===== src/sv/i2cm_pkg.sv =====
// shared types, codes and defaults for the i2c master byte engine
package i2cm_pkg;

  localparam int unsigned TickWidthDef    = 16;
  localparam int unsigned CfgWidth        = 16;
  localparam logic [15:0] HalfBitTicksRst = 16'd100;
  localparam logic [7:0]  AckWaitLimitRst = 8'd250;
  localparam logic [7:0]  ReadBitMsb      = 8'h80;

  typedef enum logic [0:0] {
    CFG_HALF_BIT_TICKS = 1'b0,
    CFG_ACK_WAIT_LIMIT = 1'b1
  } cfg_idx_e;

  typedef enum logic [2:0] {
    CMD_NONE      = 3'd0,
    CMD_START     = 3'd1,
    CMD_STOP      = 3'd2,
    CMD_WRITE_ACK = 3'd3,
    CMD_READ_ACK  = 3'd4,
    CMD_WRITE     = 3'd5,
    CMD_READ      = 3'd6
  } cmd_e;

  typedef enum logic [3:0] {
    PH_IDLE     = 4'd0,
    PH_COND_A   = 4'd1,
    PH_COND_B   = 4'd2,
    PH_COND_C   = 4'd3,
    PH_BIT_HI   = 4'd4,
    PH_BIT_LO   = 4'd5,
    PH_ACK_HI   = 4'd6,
    PH_ACK_WAIT = 4'd7,
    PH_K_PRE    = 4'd8,
    PH_K_SET    = 4'd9,
    PH_K_HI     = 4'd10,
    PH_TAIL_LO  = 4'd11
  } phase_e;

  typedef struct packed {
    phase_e      phase;
    logic [3:0]  bit_idx;
    logic [7:0]  shift;
    logic [7:0]  wait_cnt;
    cmd_e        pending;
    logic        ack_choice;
    logic        scl;
    logic        sda;
    logic        sda_en;
    logic        err;
    logic [7:0]  rx_last;
  } i2cm_state_t;

  typedef struct packed {
    logic        scl_out;
    logic        sda_out;
    logic        sda_drive;
    logic        busy;
    logic        done;
    logic [7:0]  rx_byte;
    logic        ack_error;
  } i2cm_res_t;

endpackage


===== src/sv/i2cm_step.sv =====
// one-tick next-state and result logic of the i2c line sequencer
module i2cm_step import i2cm_pkg::*; #(
  parameter int unsigned TICK_WIDTH = TickWidthDef
) (
  input  i2cm_state_t           state_i,
  input  logic [TICK_WIDTH-1:0] hold_i,
  input  logic [TICK_WIDTH-1:0] half_i,
  input  logic [7:0]            limit_i,
  input  logic [2:0]            action_i,
  input  logic [7:0]            tx_byte_i,
  input  logic                  send_ack_i,
  input  logic                  sda_in_i,
  output i2cm_state_t           state_o,
  output logic [TICK_WIDTH-1:0] hold_o,
  output i2cm_res_t             res_o
);

  function automatic i2cm_state_t enter_f(i2cm_state_t st, phase_e ph,
                                          logic scl, logic sda, logic en);
    i2cm_state_t r;
    r        = st;
    r.phase  = ph;
    r.scl    = scl;
    r.sda    = sda;
    r.sda_en = en;
    return r;
  endfunction

  function automatic logic is_read_f(cmd_e c);
    return (c == CMD_READ_ACK) || (c == CMD_READ);
  endfunction

  function automatic i2cm_state_t enter_bit_f(i2cm_state_t st);
    i2cm_state_t r;
    if (is_read_f(st.pending)) begin
      r = enter_f(st, PH_BIT_HI, 1'b1, st.sda, 1'b0);
    end else begin
      r = enter_f(st, PH_BIT_HI, 1'b1, st.shift[3'd7 - st.bit_idx[2:0]], 1'b1);
    end
    return r;
  endfunction

  i2cm_state_t           s;
  logic [TICK_WIDTH-1:0] hc;
  logic [TICK_WIDTH-1:0] hload;
  logic                  done;
  logic                  do_ack;

  assign hload = (half_i == '0) ? '0 : (half_i - TICK_WIDTH'(1));

  always_comb begin
    s      = state_i;
    hc     = hold_i;
    done   = 1'b0;
    do_ack = 1'b0;

    if (s.phase != PH_IDLE) begin
      if (s.phase == PH_ACK_WAIT) begin
        do_ack = 1'b1;
      end else if (hc != '0) begin
        hc = hc - TICK_WIDTH'(1);
      end else begin
        case (s.phase)
          PH_COND_A: begin
            s  = enter_f(s, PH_COND_B, 1'b1, (s.pending == CMD_START) ? 1'b0 : 1'b1, 1'b1);
            hc = hload;
          end
          PH_COND_B: begin
            s  = enter_f(s, PH_COND_C, 1'b0, s.sda, 1'b1);
            hc = hload;
          end
          PH_BIT_HI: begin
            if (is_read_f(s.pending) && sda_in_i) begin
              s.shift = s.shift | (ReadBitMsb >> s.bit_idx[2:0]);
            end
            s  = enter_f(s, PH_BIT_LO, 1'b0, s.sda, s.sda_en);
            hc = hload;
          end
          PH_BIT_LO: begin
            s.bit_idx = s.bit_idx + 4'd1;
            if (s.bit_idx < 4'd8) begin
              s  = enter_bit_f(s);
              hc = hload;
            end else if (s.pending == CMD_WRITE_ACK) begin
              s.wait_cnt = '0;
              s  = enter_f(s, PH_ACK_HI, 1'b1, s.sda, 1'b0);
              hc = hload;
            end else if (s.pending == CMD_READ_ACK) begin
              s.rx_last = s.shift;
              s  = enter_f(s, PH_K_PRE, 1'b0, s.sda, 1'b0);
              hc = hload;
            end else begin
              if (is_read_f(s.pending)) begin
                s.rx_last = s.shift;
              end
              s.phase = PH_IDLE;
              s.scl   = 1'b0;
              done    = 1'b1;
            end
          end
          PH_ACK_HI: begin
            s.phase = PH_ACK_WAIT;
            do_ack  = 1'b1;
          end
          PH_K_PRE: begin
            s  = enter_f(s, PH_K_SET, 1'b0, ~s.ack_choice, 1'b1);
            hc = hload;
          end
          PH_K_SET: begin
            s  = enter_f(s, PH_K_HI, 1'b1, s.sda, 1'b1);
            hc = hload;
          end
          PH_K_HI: begin
            s  = enter_f(s, PH_TAIL_LO, 1'b0, s.sda, s.sda_en);
            hc = hload;
          end
          default: begin
            s.phase = PH_IDLE;
            s.scl   = 1'b0;
            done    = 1'b1;
          end
        endcase
      end

      if (do_ack) begin
        if (!sda_in_i) begin
          s.err = 1'b0;
          s  = enter_f(s, PH_TAIL_LO, 1'b0, s.sda, 1'b0);
          hc = hload;
        end else if (s.wait_cnt >= limit_i) begin
          s.err   = 1'b1;
          s.phase = PH_IDLE;
          s.scl   = 1'b0;
          done    = 1'b1;
        end else begin
          s.wait_cnt = s.wait_cnt + 8'd1;
        end
      end
    end

    if (s.phase == PH_IDLE) begin
      case (action_i)
        CMD_START: begin
          s.pending = CMD_START;
          s.bit_idx = '0;
          s  = enter_f(s, PH_COND_A, 1'b1, 1'b1, 1'b1);
          hc = hload;
        end
        CMD_STOP: begin
          s.pending = CMD_STOP;
          s.bit_idx = '0;
          s  = enter_f(s, PH_COND_A, 1'b1, 1'b0, 1'b1);
          hc = hload;
        end
        CMD_WRITE_ACK, CMD_WRITE: begin
          s.pending = cmd_e'(action_i);
          s.bit_idx = '0;
          s.shift   = tx_byte_i;
          s  = enter_bit_f(s);
          hc = hload;
        end
        CMD_READ_ACK, CMD_READ: begin
          s.pending    = cmd_e'(action_i);
          s.bit_idx    = '0;
          s.shift      = '0;
          s.ack_choice = send_ack_i;
          s  = enter_bit_f(s);
          hc = hload;
        end
        default: begin
        end
      endcase
    end

    state_o         = s;
    hold_o          = hc;
    res_o.scl_out   = s.scl;
    res_o.sda_out   = s.sda;
    res_o.sda_drive = s.sda_en;
    res_o.busy      = (s.phase != PH_IDLE);
    res_o.done      = done;
    res_o.rx_byte   = s.rx_last;
    res_o.ack_error = s.err;
  end

endmodule


===== src/sv/i2c_master_byte_engine_top.sv =====
// top level: input register, sequencer state and result register
// path: a tick beat is captured in the input register, then moved into the state and the
//   result register together once the result register is free or being read out
// throughput: one tick per cycle while result beats are taken without a stall
// reset: asynchronous active low; line state idle with scl low, sda high and driven,
//   registers back to 100 ticks per phase and an ack-wait limit of 250
module i2c_master_byte_engine_top import i2cm_pkg::*; #(
  parameter int unsigned TICK_WIDTH = TickWidthDef
) (
  input  logic                clk_i,
  input  logic                rst_ni,
  input  logic                cfg_we_i,
  input  logic                cfg_idx_i,
  input  logic [CfgWidth-1:0] cfg_wdata_i,
  input  logic                in_valid_i,
  output logic                in_ready_o,
  input  logic [2:0]          action_i,
  input  logic [7:0]          tx_byte_i,
  input  logic                send_ack_i,
  input  logic                sda_in_i,
  output logic                out_valid_o,
  input  logic                out_ready_i,
  output logic                scl_out_o,
  output logic                sda_out_o,
  output logic                sda_drive_o,
  output logic                busy_res_o,
  output logic                done_res_o,
  output logic [7:0]          rx_byte_o,
  output logic                ack_error_o
);

  localparam i2cm_state_t StateRst = '{
    phase: PH_IDLE, bit_idx: '0, shift: '0, wait_cnt: '0, pending: CMD_NONE,
    ack_choice: 1'b0, scl: 1'b0, sda: 1'b1, sda_en: 1'b1, err: 1'b0, rx_last: '0
  };

  logic [TICK_WIDTH-1:0] half_q;
  logic [7:0]            limit_q;

  logic                  in_vld_q;
  logic [2:0]            action_q;
  logic [7:0]            tx_byte_q;
  logic                  send_ack_q;
  logic                  sda_in_q;

  i2cm_state_t           state_q, state_d;
  logic [TICK_WIDTH-1:0] hold_q, hold_d;
  logic                  out_vld_q;
  i2cm_res_t             res_q, res_d;
  logic                  step;

  assign step       = in_vld_q && (!out_vld_q || out_ready_i);
  assign in_ready_o = !in_vld_q || step;

  always_ff @(posedge clk_i or negedge rst_ni) begin
    if (!rst_ni) begin
      half_q  <= TICK_WIDTH'(HalfBitTicksRst);
      limit_q <= AckWaitLimitRst;
    end else if (cfg_we_i) begin
      unique case (cfg_idx_e'(cfg_idx_i))
        CFG_HALF_BIT_TICKS: half_q  <= TICK_WIDTH'(cfg_wdata_i);
        CFG_ACK_WAIT_LIMIT: limit_q <= cfg_wdata_i[7:0];
        default: begin
        end
      endcase
    end
  end

  always_ff @(posedge clk_i or negedge rst_ni) begin
    if (!rst_ni) begin
      in_vld_q <= 1'b0;
    end else if (in_ready_o) begin
      in_vld_q <= in_valid_i;
    end
  end

  always_ff @(posedge clk_i) begin
    if (in_valid_i && in_ready_o) begin
      action_q   <= action_i;
      tx_byte_q  <= tx_byte_i;
      send_ack_q <= send_ack_i;
      sda_in_q   <= sda_in_i;
    end
  end

  i2cm_step #(
    .TICK_WIDTH (TICK_WIDTH)
  ) u_step (
    .state_i    (state_q),
    .hold_i     (hold_q),
    .half_i     (half_q),
    .limit_i    (limit_q),
    .action_i   (action_q),
    .tx_byte_i  (tx_byte_q),
    .send_ack_i (send_ack_q),
    .sda_in_i   (sda_in_q),
    .state_o    (state_d),
    .hold_o     (hold_d),
    .res_o      (res_d)
  );

  always_ff @(posedge clk_i or negedge rst_ni) begin
    if (!rst_ni) begin
      state_q   <= StateRst;
      hold_q    <= '0;
      out_vld_q <= 1'b0;
    end else if (step) begin
      state_q   <= state_d;
      hold_q    <= hold_d;
      out_vld_q <= 1'b1;
    end else if (out_ready_i) begin
      out_vld_q <= 1'b0;
    end
  end

  always_ff @(posedge clk_i) begin
    if (step) begin
      res_q <= res_d;
    end
  end

  assign out_valid_o = out_vld_q;
  assign scl_out_o   = res_q.scl_out;
  assign sda_out_o   = res_q.sda_out;
  assign sda_drive_o = res_q.sda_drive;
  assign busy_res_o  = res_q.busy;
  assign done_res_o  = res_q.done;
  assign rx_byte_o   = res_q.rx_byte;
  assign ack_error_o = res_q.ack_error;

endmodule


===== config.mk =====
export PLATFORM = sky130hd
export DESIGN_NAME = i2c_master_byte_engine_top
export DESIGN_NICKNAME = d
export VERILOG_FILES = /design/src/sv/i2cm_pkg.sv /design/src/sv/i2cm_step.sv /design/src/sv/i2c_master_byte_engine_top.sv
export SDC_FILE = /design/constraint.sdc
export NUM_CORES = 1
export LEC_CHECK = 0
export ABC_AREA = 1
export BUFFER_PORTS_ARGS = -buffer_cell sky130_fd_sc_hd__buf_2
export CAP_MARGIN = 20
export CORE_MARGIN = 4
export CORE_UTILIZATION = 30
export CTS_CLUSTER_DIAMETER = 120
export DETAILED_ROUTE_END_ITERATION = 7
export GPL_TIMING_DRIVEN = 1
export PLACE_DENSITY = 0.5
export RECOVER_POWER = 50
export SYNTH_ARGS = -nofsm -noshare
export SYNTH_HDL_FRONTEND = slang
export SYNTH_SLANG_ARGS = --single-unit

===== constraint.sdc =====
create_clock -name clk_i -period 3.3 [get_ports clk_i]
set_input_delay 0.33 -clock clk_i [delete_from_list [all_inputs] [get_ports clk_i]]
set_output_delay 0.33 -clock clk_i [all_outputs]
set_load 0.01 [all_outputs]

## Yosys cells after proc, flatten, opt, wreduce, memory -nomap -nowiden

Index checks and enable logic that the tools add are counted.

- Add/sub/neg operators: 5
- Magnitude comparators: 3
- Equality and inequality tests: 19
- Shift-type cells: 1
- Mux-type cells: 60
- Bitwise logic cells: 3
- Reduce and logical (&&, ||, !) cells: 24

Operator list:

| operator | count |
|---|---|
| 40-bit two-way mux | 8 |
| 16-bit two-way mux | 11 |
| 40-bit case mux with 4 select lines | 1 |
| 24-bit case mux with 2 select lines | 1 |
| 11-bit case mux with 4 select lines | 1 |
| 8-bit two-way mux | 5 |
| 11-bit two-way mux | 3 |
| 16-bit case mux with 2 select lines | 1 |
| 4-bit case mux with 8 select lines | 1 |
| 16-bit by 1-bit subtractor with 16-bit output, second input constant | 2 |
| 1-bit two-way mux | 21 |
| 4-bit by 3-bit == test with 1-bit output, second input constant | 4 |
| 16-bit zero test | 1 |
| 16-bit nonzero test | 1 |
| 3-bit == test, second input constant | 5 |
| 4-bit == test, second input constant | 3 |
| 4-bit two-way mux | 3 |
| 6-bit OR reduction | 2 |
| 3-bit by 2-bit == test with 1-bit output, second input constant | 3 |
| 8-bit by 1-bit adder with 8-bit output, second input constant | 1 |
| 8-bit >= comparator | 1 |
| 8-bit OR | 1 |
| 4-bit nonzero test | 2 |
| 2-bit OR reduction | 4 |
| 20 further kinds | 29 |

- Register bits after elaboration: 109
- Input bits: 35
- Output and inout bits: 16
- Logic and storage cells: 142

## Longest topological paths before layout

Gate-level depths: netlist of the first run.

- Word-level depth: 19
- Gate-level depth with buffers: 26
- Gate-level depth less buffers: 25

## Modules after synthesis

Synthesis of the first run repeated with hierarchy kept, for this count alone.

- Cell total of the unflattened synthesis: 1169
- Area total of the unflattened synthesis: 7895.1 um^2

By module, submodules not included:

| module | times used | cells an instance | area each (um^2) |
|---|---|---|---|
| i2c_master_byte_engine_top | 1 | 375 | 4025.1 |
| i2cm_step | 1 | 794 | 3870.0 |

## Least setup slack after synthesis of the first run

No wires, ideal clock.

- Kind: register to register
- Start point: register hold_q[0]
- End point: register hold_q[11]
- Arrival time: 3001 ps
- Path slack: 181 ps
- Stages on the path, launching flop included: 25
- Path buffers: 3
- Period minus slack after synthesis: 3119 ps
- Cell sequence: dfrtp_1 -> inv_1 -> ha_1 -> nand2_1 -> nor2_1 -> nand3_2 -> buf_2 -> nor3_1 -> inv_1 -> nand2_1 -> inv_1 -> ha_1 -> nand2_1 -> nor2_1 -> nand4_1 -> nand3_1 -> nand2_4 -> nand3_1 -> nand2_1 -> nor2_1 -> buf_6 -> buf_6 -> nand3_1 -> nand3_1 -> nand2_1

- Word-level cells in the longest chain between the ends: 11

RTL lines:

| what | RTL line | text |
|---|---|---|
| start, declared | i2c_master_byte_engine_top.sv:47 | `logic [TICK_WIDTH-1:0] hold_q, hold_d;` |
| start signal, assigned | i2c_master_byte_engine_top.sv:109 | `hold_q <= hold_d;` |
| 16-bit nonzero test | i2cm_step.sv:60 | `end else if (hc != '0) begin` |
| 40-bit two-way mux | i2cm_step.sv:60 |  |
| 40-bit two-way mux | i2cm_step.sv:58 | `if (s.phase == PH_ACK_WAIT) begin` |
| 40-bit two-way mux | i2cm_step.sv:57 | `if (s.phase != PH_IDLE) begin` |
| 8-bit >= comparator | i2cm_step.sv:130 | `end else if (s.wait_cnt >= limit_i) begin` |
| 4-bit two-way mux | i2cm_step.sv:130 |  |
| 4-bit two-way mux | i2cm_step.sv:126 | `if (!sda_in_i) begin` |
| 40-bit two-way mux | i2cm_step.sv:125 | `if (do_ack) begin` |
| 40-bit two-way mux | i2cm_step.sv:57 |  |
| 4-bit zero test | i2cm_step.sv:141 | `if (s.phase == PH_IDLE) begin` |
| 16-bit two-way mux (*) | i2cm_step.sv:141 |  |

Every way passes the cells marked *; elsewhere a longest branch is shown, timed or not. The select of a mux whose other input is x is not followed.
A chain may end at the register's enable or synchronous reset.

==> results of run 1 <==
cell families after synthesis:
group | after synthesis | synth area share
and+or+nand+nor | 655 | 0.3597
AOI/OAI and AO/OA | 185 | 0.1307
buffers and inverters | 167 | 0.08806
DFF | 109 | 0.3756
adders and majority gates | 19 | 0.03104
xor gates and xnor gates | 13 | 0.01487
placed cells by master, fill, tap and decap left out, drive strengths merged, types with 2 or more instances in the layout:
cell type  instances
o211ai             8
edfxtp            27
a31oi              6
nor2             146
dfrtp             71
or2                2
xor2               9
nand3b             4
nand4              6
nor3              11
o21bai             3
ha                19
o22ai             11
o21ai             93
a21oi             59
clkinv             5
nand2            374
xnor2              4
dfstp             11
buf               95
clkbuf            32
inv              131
nand3            112
metrics by stage:
step / setup WS (ns) / util / TNS (ns) / area [um2]
6_report: 0.1301 / 0.3650 / 0 / 9190
5_1_grt: -0.03069 / 0.3650 / -0.2468 / 9190
4_1_cts: 0.005005 / 0.3552 / 0 / 8944
3_5_place_dp: -0.1109 / 0.3425 / -1.329 / 8626
3_3_place_gp: -0.06231 / 0.3425 / -0.08214 / 8626
2_1_floorplan: 0.1814 / - / 0 / 7659
metal layers:
| metal | vias to the layer above | GRT usage |
|---|---|---|
| met5 | - | 0 |
| met4 | 0 | 0.04234 |
| met3 | 32 | 0.03287 |
| met2 | 218 | 0.2558 |
| met1 | 3497 | 0.2527 |
| li1 | 3899 | - |
registers in the layout (all words and copies together) (netlist names):
register / count
limit_q: 8
tx_byte_q: 8
action_q: 3
sda_in_q: 1
send_ack_q: 1
hold_q: 16
state_q: 40
sda_out_o: 1
out_valid_o: 1
rx_byte_o: 8
ack_error_o: 1
sda_drive_o: 1
in_vld_q: 1
busy_res_o: 1
half_q: 16
done_res_o: 1
scl_out_o: 1
repair_timing:
action,CTS,global route
endpoints found under the hold margin,22,0
gates cloned,0,2
hold buffers,1,0
setup endpoints to repair,41,46
pin swaps,0,22
resized for setup,4,48
setup buffers,1,5
cell type report:
cell class                 instances  area [um2]
inverter                         132       500.5
multi-input combinational        872        4287
tap                              330       412.9
timing repair buffer             117       825.8
clock inverter                     5       45.04
clock buffer                      11       242.7
fill                            2695       15990
sequential                       109        2877
synthesized netlist by cell type, types with 10 or more instances:
master,n,area (um2)
inv_1,121,454.2
nor2_1,133,499.2
buf_2,10,50.05
dfrtp_1,71,1777
nand3_1,107,535.5
o21ai_0,90,450.4
nand2_1,367,1378
nor2_2,12,75.07
edfxtp_1,27,810.8
nor3_1,10,50.05
ha_1,19,237.7
a21oi_1,57,285.3
dfstp_2,11,289.0
o22ai_1,11,68.82
clkbuf_1,16,60.06
power by group:
group	leakage, nW	internal [W]	total, W	switching [W]
Clock	0.137	0.000543	0.00110	0.000559
Combinational	3.03	0.00126	0.00346	0.00220
Sequential	1.27	0.00178	0.00205	0.000268
Total	4.43	0.00358	0.00661	0.00303
final timing paths:
path,start,end,slack [ns],depth (start not counted)
worst max-delay path,state_q[15]$_DFFE_PN0P_,scl_out_o$_DFFE_PP_,0.13,17
worst min-delay path,action_i[1],action_q[1]$_DFFE_PP_,0.14,1
worst max register to register,state_q[15]$_DFFE_PN0P_,scl_out_o$_DFFE_PP_,0.13,17
worst min register to register,state_q[10]$_DFFE_PN1P_,state_q[10]$_DFFE_PN1P_,0.48,2
max in group asynchronous,rst_ni,half_q[14]$_DFFE_PN0P_,0.84,3
min in group asynchronous,rst_ni,state_q[0]$_DFFE_PN0P_,0.88,2
critical path, stage by stage (launching register included):
cell and delay [ns]:
dfrtp_1 0.41, inv_2 0.10, nand3_4 0.10, nand3b_1 0.26, nor3_2 0.23, buf_6 0.17, nor2_1 0.05, ha_1 0.28
a21o_1 0.18, nor2_1 0.13, nand3_2 0.13, nand2_4 0.14, nand3_4 0.09, nor2_4 0.15, nor2_4 0.06, nand3_4 0.17
buf_12 0.15, o211ai_1 0.08
==> out/qor.yml, run 1 <==
floorplan:
  num_io_pins: 51
  rows: 58
  core_area_mm2: 0.02518
  fp.dieArea_mm2: 0.02815
  start_util: 0.3041
  die_y_um: 167.8
  die_w_um: 167.8
grt:
  grt_pass1_wl_mm: 39.06
  grt_max_degree: 34
  grt_pass1_vias: 7288
  grt_usage: 0.1705
  antenna_found_initial: 0
  overflow: 0
routing:
  num_vias: 7646
  drtAntennaViolNets: 0
  wire_per_inst_um: 15.48
  routed_via_density: 4.852
  drtIter0Drc: 561
  drc: 0
  dr.max_layer_used: "met4"
  wl_met3_mm: 1.485
  drt_wl_total_mm: 24.40
  wl_met2_mm: 10.46
  first_pass_iters: 5
  wirelength_met1_mm: 12.07
placed_design:
  io_buffers: 50
  place_inst: 1551
  place_hpwl_mm: 17.85
  gp_congestion: 0.8727
critical_path:
  path_max_fanout: 7
  crit_path_end_kind: "flop"
  critPathKind: "flop to flop"
  worstPathRequired_ns: 3.40
  cp.arrival_ns: 3.27
  cp-start-kind: "flop"
clock_network:
  cts_sinks: 109
  clk_pin_slew_worst_paths_ns: 0.08
  insertion_delay_ns: 0.37
  root_buffer: "clkbuf_16"
  cts_buffer_depth: 2
  cts_tree: "built"
  cts_buffers: 9
  h-tree-depth: 3
logic_synthesis:
  synth_ff_type: "dfrtp_1"
  syn-cell-area_mm2: 0.007659
  yosys_warnings: 0
  synth_cells: 1148
  syn-num-nets: 1202
  synth.avg_cell_area_um2: 6.671
  synth-edff-count: 27
  synth-seq-area-share: 0.3756
  async_reset_ff_frac: 0.7523
  ys_ff_latch: 109
  yosys.cell_types.count: 42
timing:
  fin_crit_sh: 0.9606
  max_freq_mhz: 315.5
  drv_slew: 27
  hold_slack_ns: 0.1353
  clock_skew_ns: 0.01180
  post-route-min-period_ns: 3.170
  worst_pin_slew_ns: 1.570
  hold_viol_final: 0
  relSlewSlack: -0.04673
  setup_viol: 0
cells_and_area:
  nets: 1295
  drive_above_1_share: 0.1597
  instances_no_fill: 1576
  diodes: 0
  area_delta_synth_final_pct: 20.00
power_and_ir_drop:
  totalPowerFinal_w: 0.006609
  leakagePower_nw: 4.431
  vdd.ir_drop.worst_v: 0.0003334
  p_per_area_mw_per_mm2: 719.2
run:
  maxCapViolCount: 1
status:
  status: "finished with violations"
  violations: "max-capacitance violations, max-slew violations"
worst_hold_path:
  hold_class: "primary input to flop"
No activity file was read; power rests on OpenSTA's default activity.
==> run 2: changes to the inputs <==
Settings changed: CORE_MARGIN 4 to 2.
Clock period 3.3 ns to 2.9 ns, I/O delays scaled along.
==> run 2 against run 1 <==
Compared with the run above:
- critical endpoint is now hold_q[1]$_DFFE_PN0P_
- maximum frequency is 2.3% lower
- highest routed layer unchanged
- sequential share of layout area down 2.5 points
- first-iteration DRC count increased by 7.1%
- critical path depth rose by 3
- cell count rose by 3.0%
- critical path type unchanged
- count of clock-buffer cells in the layout is 1 lower
- flip-flop and latch count unchanged
- worst hold slack worse by 0.046 ns
- die area down 4.7%
- the flow finishes with violations (max-capacitance violations, max-slew violations, negative setup slack)
- sequential power grew 14%
==> out/qor.yml, run 2 (synthesis gave the netlist of run 1 again) <==
placed_design:
  place_hpwl_mm: 18.05
  pre_cts_slack_ns: -0.4059
  gp_congestion: 0.9189
  io_buffers: 50
  dpl-instance-area_mm2: 0.008990
cells_and_area:
  drive_above_1_share: 0.2382
  diodes: 0
  area_delta_synth_final_pct: 30.22
  fillers: 2697
  fin_area_mm2: 0.009973
  top_regs: "state_q: 40 flops, half_q: 16 flops, hold_q: 16 flops"
  largest_reg_flops: 40
  largest_register: "state_q"
  nets: 1342
  layout_common_cells: "nand2_1 (332), inv_1 (115), nor2_1 (111)"
  layout_commonest_cell: "nand2_1"
worst_hold_path:
  hold_class: "primary input to flop"
critical_path:
  crit_path_end_kind: "flop"
  cp-start-kind: "flop"
  critPathKind: "flop to flop"
  cp.arrival_ns: 3.54
  worstPathRequired_ns: 3.20
  path_max_fanout: 8
routing:
  wire_per_inst_um: 15.54
  drtAntennaViolNets: 0
  routed_via_density: 4.886
  drtIter0Drc: 601
  first_pass_iters: 6
  num_vias: 7930
  drc: 0
  drt_wl_total_mm: 25.22
power_and_ir_drop:
  vdd.ir_drop.worst_v: 0.0003836
  leakagePower_nw: 4.786
  totalPowerFinal_w: 0.008256
  p_per_area_mw_per_mm2: 827.8
timing:
  rsz0062_at_grt: "yes"
  post-route-min-period_ns: 3.243
  clock_skew_ns: 0.01561
  setup_viol: 48
  worst_pin_slew_ns: 1.947
  hold_viol_final: 0
  relSlewSlack: -0.2979
  setup_ws_ns: -0.3432
  fin_crit_sh: 1.118
  max_freq_mhz: 308.3
  drv_slew: 37
floorplan:
  fp.dieArea_mm2: 0.02682
  die_y_um: 163.8
  die_w_um: 163.8
  num_io_pins: 51
  rows: 58
  start_util: 0.3050
  core_area_mm2: 0.02511
clock_network:
  cts_buffers: 9
  root_buffer: "clkbuf_16"
  h-tree-depth: 3
  cts_sinks: 109
  insertion_delay_ns: 0.37
  cts_buffer_depth: 2
  clk_pin_slew_worst_paths_ns: 0.09
  cts_tree: "built"
grt:
  grt_usage: 0.1895
  overflow: 0
  grt_pass1_vias: 7427
  antenna_found_initial: 0
  grt_pass1_wl_mm: 39.84
  grt_max_degree: 53
status:
  violations: "max-capacitance violations, max-slew violations, negative setup slack"
  status: "finished with violations"
run:
  maxCapViolCount: 1
==> run 2: cell count changes in the layout (fill, tap and decap cells not counted), sizes merged <==
| cell | delta |
|---|---|
| clkbuf | -10 |
| inv | +2 |
| buf | +56 |
| clkinvlp | -1 |
==> run 2: per-stage QoR <==
| step | instances | hold WS, ns | setup TNS, ns | utilization |
|---|---|---|---|---|
| after floorplan | 1148 | -0.005591 | -0.001026 | - |
| after global placement | 1585 | 0.2884 | -10.21 | 0.3580 |
| after detailed placement | 1585 | 0.2865 | -12.54 | 0.3580 |
| after CTS | 1615 | 0.08291 | -6.066 | 0.3818 |
| after global routing | 1623 | 0.07522 | -26.30 | 0.3972 |
| final | 1623 | 0.08889 | -10.82 | 0.3972 |
==> run 2: final cells by class <==
type	instances	area [um2]	area share
inverters	132	500.5	0.05018
clock inverters	6	62.56	0.006273
repair buffers	164	1206	0.1209
flip-flops and latches	109	2877	0.2884
clock buffers	10	239.0	0.02396
multi-input cells	872	4676	0.4688
well taps	330	412.9	0.04140
==> run 2: where the power goes <==
part	internal (W)	switching, W
clock	0.000632	0.000660
combinational	0.00186	0.00278
sequential	0.00202	0.000305
total	0.00451	0.00374
==> run 2: what timing repair did <==
| item | 4_1_cts | 5_1_grt |
|---|---|---|
| buffers inserted | 12 | 6 |
| pin swaps | 27 | 56 |
| endpoints found under the hold margin | 28 | 0 |
| gates resized for setup | 48 | 77 |
| endpoints found under the setup margin | 49 | 51 |
| hold buffers | 1 | 0 |
| gates cloned | 1 | 2 |
==> run 2: worst paths after layout <==
check / slack (ns) / to / from / cells after the start
max: -0.34 / hold_q[1]$_DFFE_PN0P_ / state_q[15]$_DFFE_PN0P_ / 20
max reg2reg: -0.34 / hold_q[1]$_DFFE_PN0P_ / state_q[15]$_DFFE_PN0P_ / 20
max in group asynchronous: 0.30 / state_q[36]$_DFFE_PN0P_ / rst_ni / 3
min: 0.09 / tx_byte_q[5]$_DFFE_PP_ / tx_byte_i[5] / 1
min reg2reg: 0.49 / state_q[10]$_DFFE_PN1P_ / state_q[10]$_DFFE_PN1P_ / 2
min in group asynchronous: 1.00 / half_q[9]$_DFFE_PN0P_ / rst_ni / 2
==> run 2: worst max-delay path, stage by stage (launching register included) <==
cell and delay [ns]:
dfrtp_1 0.38, inv_1 0.08, nand3_1 0.12, nand3b_1 0.33, nor3_4 0.27, buf_12 0.18
nor2_4 0.05, ha_4 0.27, nand2_4 0.05, nor2_4 0.10, nand4_1 0.12, nand3_2 0.13
nand2_4 0.11, nand3_4 0.10, nor2_4 0.04, nor2_4 0.16, nand3_4 0.20, clkbuf_16 0.27
nand2_4 0.07, nand3_2 0.05, nand2_1 0.09
==> run 2: routing by layer <==
metal / up-vias / wire length, um / GRT usage
li1: 3992 / - / -
met1: 3680 / 12220 / 0.2790
met2: 220 / 11270 / 0.2880
met3: 38 / 1267 / 0.02753
met4: 0 / 456 / 0.05383
met5: - / 0 / 0
==> run 3: changes to the inputs <==
Settings changed: PLACE_DENSITY 0.5 to 0.56.
==> run 3 against run 2 <==
Compared with the run above:
- the flow finishes with violations (negative setup slack)
- maximum frequency is 0.26% lower
- non-clock buffer count is 8 higher
- sequential share of layout area is 0.28 points lower
- first-iteration DRC count is 3.5% higher
- count of clock-buffer cells in the layout stayed put
- largest cell class unchanged
- largest power group unchanged
==> out/qor.yml, run 3 (synthesis gave the netlist of run 1 again) <==
routing:
  first_pass_iters: 5
  drtIter0Drc: 622
  drt_wl_total_mm: 24.89
  routed_via_density: 4.954
  wire_per_inst_um: 15.26
  drc: 0
  drtAntennaViolNets: 0
  num_vias: 8080
cells_and_area:
  area_delta_synth_final_pct: 31.51
  nets: 1350
  fillers: 2685
  largest_register: "state_q"
  drive_above_1_share: 0.2421
  largest_reg_flops: 40
  top_regs: "state_q: 40 flops, half_q: 16 flops, hold_q: 16 flops"
  diodes: 0
  layout_common_cells: "nand2_1 (334), inv_1 (113), nor2_1 (112)"
  instances_no_fill: 1631
  layout_commonest_cell: "nand2_1"
  utilization: 0.4011
grt:
  grt_max_degree: 47
  grt_use_met2: 0.2974
  grt_pass1_vias: 7643
  grt_pass1_wl_mm: 40.08
  grt_use_met3: 0.02980
  antenna_found_initial: 0
  globalRouteMet1Util: 0.2625
  overflow: 0
  grt_usage: 0.1874
  grt-busiest-layer: "met2"
clock_network:
  cts_buffer_depth: 2
  insertion_delay_ns: 0.37
  clk_pin_slew_worst_paths_ns: 0.08
  cts_buffers: 9
  cts_sinks: 109
  cts_tree: "built"
  root_buffer: "clkbuf_16"
  h-tree-depth: 3
timing:
  worst_pin_slew_ns: 1.247
  clock_skew_ns: 0.01402
  hold_viol_final: 0
  setup_ws_ns: -0.3515
  relSlewSlack: 0.1683
  rsz0062_at_grt: "yes"
  setup_tns_ns: -11.52
  max_freq_mhz: 307.5
  hold_slack_ns: 0.08905
  drv_slew: 0
  post-route-min-period_ns: 3.252
  fin_crit_sh: 1.121
  setup_viol: 49
critical_path:
  path_max_fanout: 8
  cp-startpoint: "hold_q[10]$_DFFE_PN0P_"
  ff2ff_setup_slack_ns: -0.35
  cp.arrival_ns: 3.56
  worstPathRequired_ns: 3.21
  rr_worst_depth: 25
  cp-start-kind: "flop"
  crit_path_end_kind: "flop"
  critPathKind: "flop to flop"
  rr_endpoint: "hold_q[9]$_DFFE_PN0P_"
  r2r-start: "hold_q[10]$_DFFE_PN0P_"
status:
  violations: "negative setup slack"
  status: "finished with violations"
run:
  maxCapViolCount: 0
floorplan:
  start_util: 0.3050
  num_io_pins: 51
  die_w_um: 163.8
  core_area_mm2: 0.02511
  rows: 58
  fp.dieArea_mm2: 0.02682
  die_y_um: 163.8
power_and_ir_drop:
  vdd.ir_drop.worst_v: 0.0003463
  leakagePower_nw: 4.826
  p_per_area_mw_per_mm2: 827.2
placed_design:
  gp_congestion: 0.9249
  io_buffers: 50
  place_inst: 1586
  place_hpwl_mm: 17.59
worst_hold_path:
  hold_depth: 1
  hold_class: "primary input to flop"
  min_to: "action_q[2]$_DFFE_PP_"
  min_from: "action_i[2]"
==> run 3: cell types whose count changed in the layout (fill, tap and decap cells not counted), moves of 2 or more <==
cell / change
o21ai_0: -4
buf_4: +5
o21ai_2: +2
nand3_2: -3
buf_8: +3
buf_2: -2
nand3_4: +3
nand2_1: +2
inv_1: -2
o21ai_1: +2
clkbuf_1: +3
==> run 3: worst max-delay path, stage by stage (launching register included) <==
cell       delay, ns
dfrtp_1         0.41
nor2_2          0.16
buf_4           0.13
nand2_1         0.08
nor2_4          0.13
nand2_2         0.09
nor2_4          0.14
nand3_2         0.11
nand2_2         0.10
inv_2           0.05
ha_4            0.26
nand2_1         0.05
nand2_1         0.07
nand2_2         0.06
nand2_1         0.05
nand2_1         0.07
nand3_2         0.12
nand2_4         0.11
nand2_4         0.10
inv_4           0.04
nor2_4          0.17
nand3_4         0.23
clkbuf_16       0.26
nand2_1         0.07
nand3_1         0.06
nand2_1         0.08
==> run 3: routing by layer <==
metal  routed length, um  share of wire
met1               11830           0.48
met2               11040           0.44
met3                1613          0.065
met4                 413          0.017
met5                   0              0
==> run 3: metrics by stage <==
stage          total power, W  area [um2]  setup WS [ns]
2_1_floorplan        0.004865        7764      -0.001026
4_1_cts              0.007835        9452        -0.2825
3_5_place_dp         0.006304        8960        -0.4344
6_report             0.008332       10070        -0.3515
3_3_place_gp         0.006297        8960        -0.3818
5_1_grt              0.008987       10070        -0.5068
==> run 3: what timing repair did <==
item / CTS / global route
pin swaps: 12 / 57
gates cloned: 0 / 2
hold buffers: 1 / 0
setup endpoints to repair: 49 / 53
gates resized for setup: 36 / 103
hold endpoints to repair: 35 / 0
buffers inserted: 5 / 22
==> run 3: worst max path at each step <==
| stage | endpoint | slack (ns) | depth (start not counted) |
|---|---|---|---|
| after floorplan | busy_res_o$_DFFE_PP_ | -0.001 | 18 |
| after global placement | busy_res_o$_DFFE_PP_ | -0.38 | 22 |
| after detailed placement | busy_res_o$_DFFE_PP_ | -0.43 | 25 |
| after CTS | busy_res_o$_DFFE_PP_ | -0.28 | 20 |
| after global routing | hold_q[13]$_DFFE_PN0P_ | -0.51 | 23 |
| final | hold_q[9]$_DFFE_PN0P_ | -0.35 | 25 |
==> run 3: report_power, final <==
part           total (W)  internal [W]  switching (W)
Combinational    0.00467       0.00186        0.00280
Clock            0.00133      0.000690       0.000643
Sequential       0.00233       0.00203       0.000304
Total            0.00833       0.00458        0.00375
==> run 3: layout make-up <==
class | count | area, um2 | share of cell area
clock inverter | 6 | 82.58 | 0.008199
multi-input combinational | 872 | 4690 | 0.4656
inverter | 132 | 503.0 | 0.04994
clock buffer | 10 | 229.0 | 0.02273
tap | 330 | 412.9 | 0.04099
sequential | 109 | 2877 | 0.2856
timing repair buffer | 172 | 1279 | 0.1270
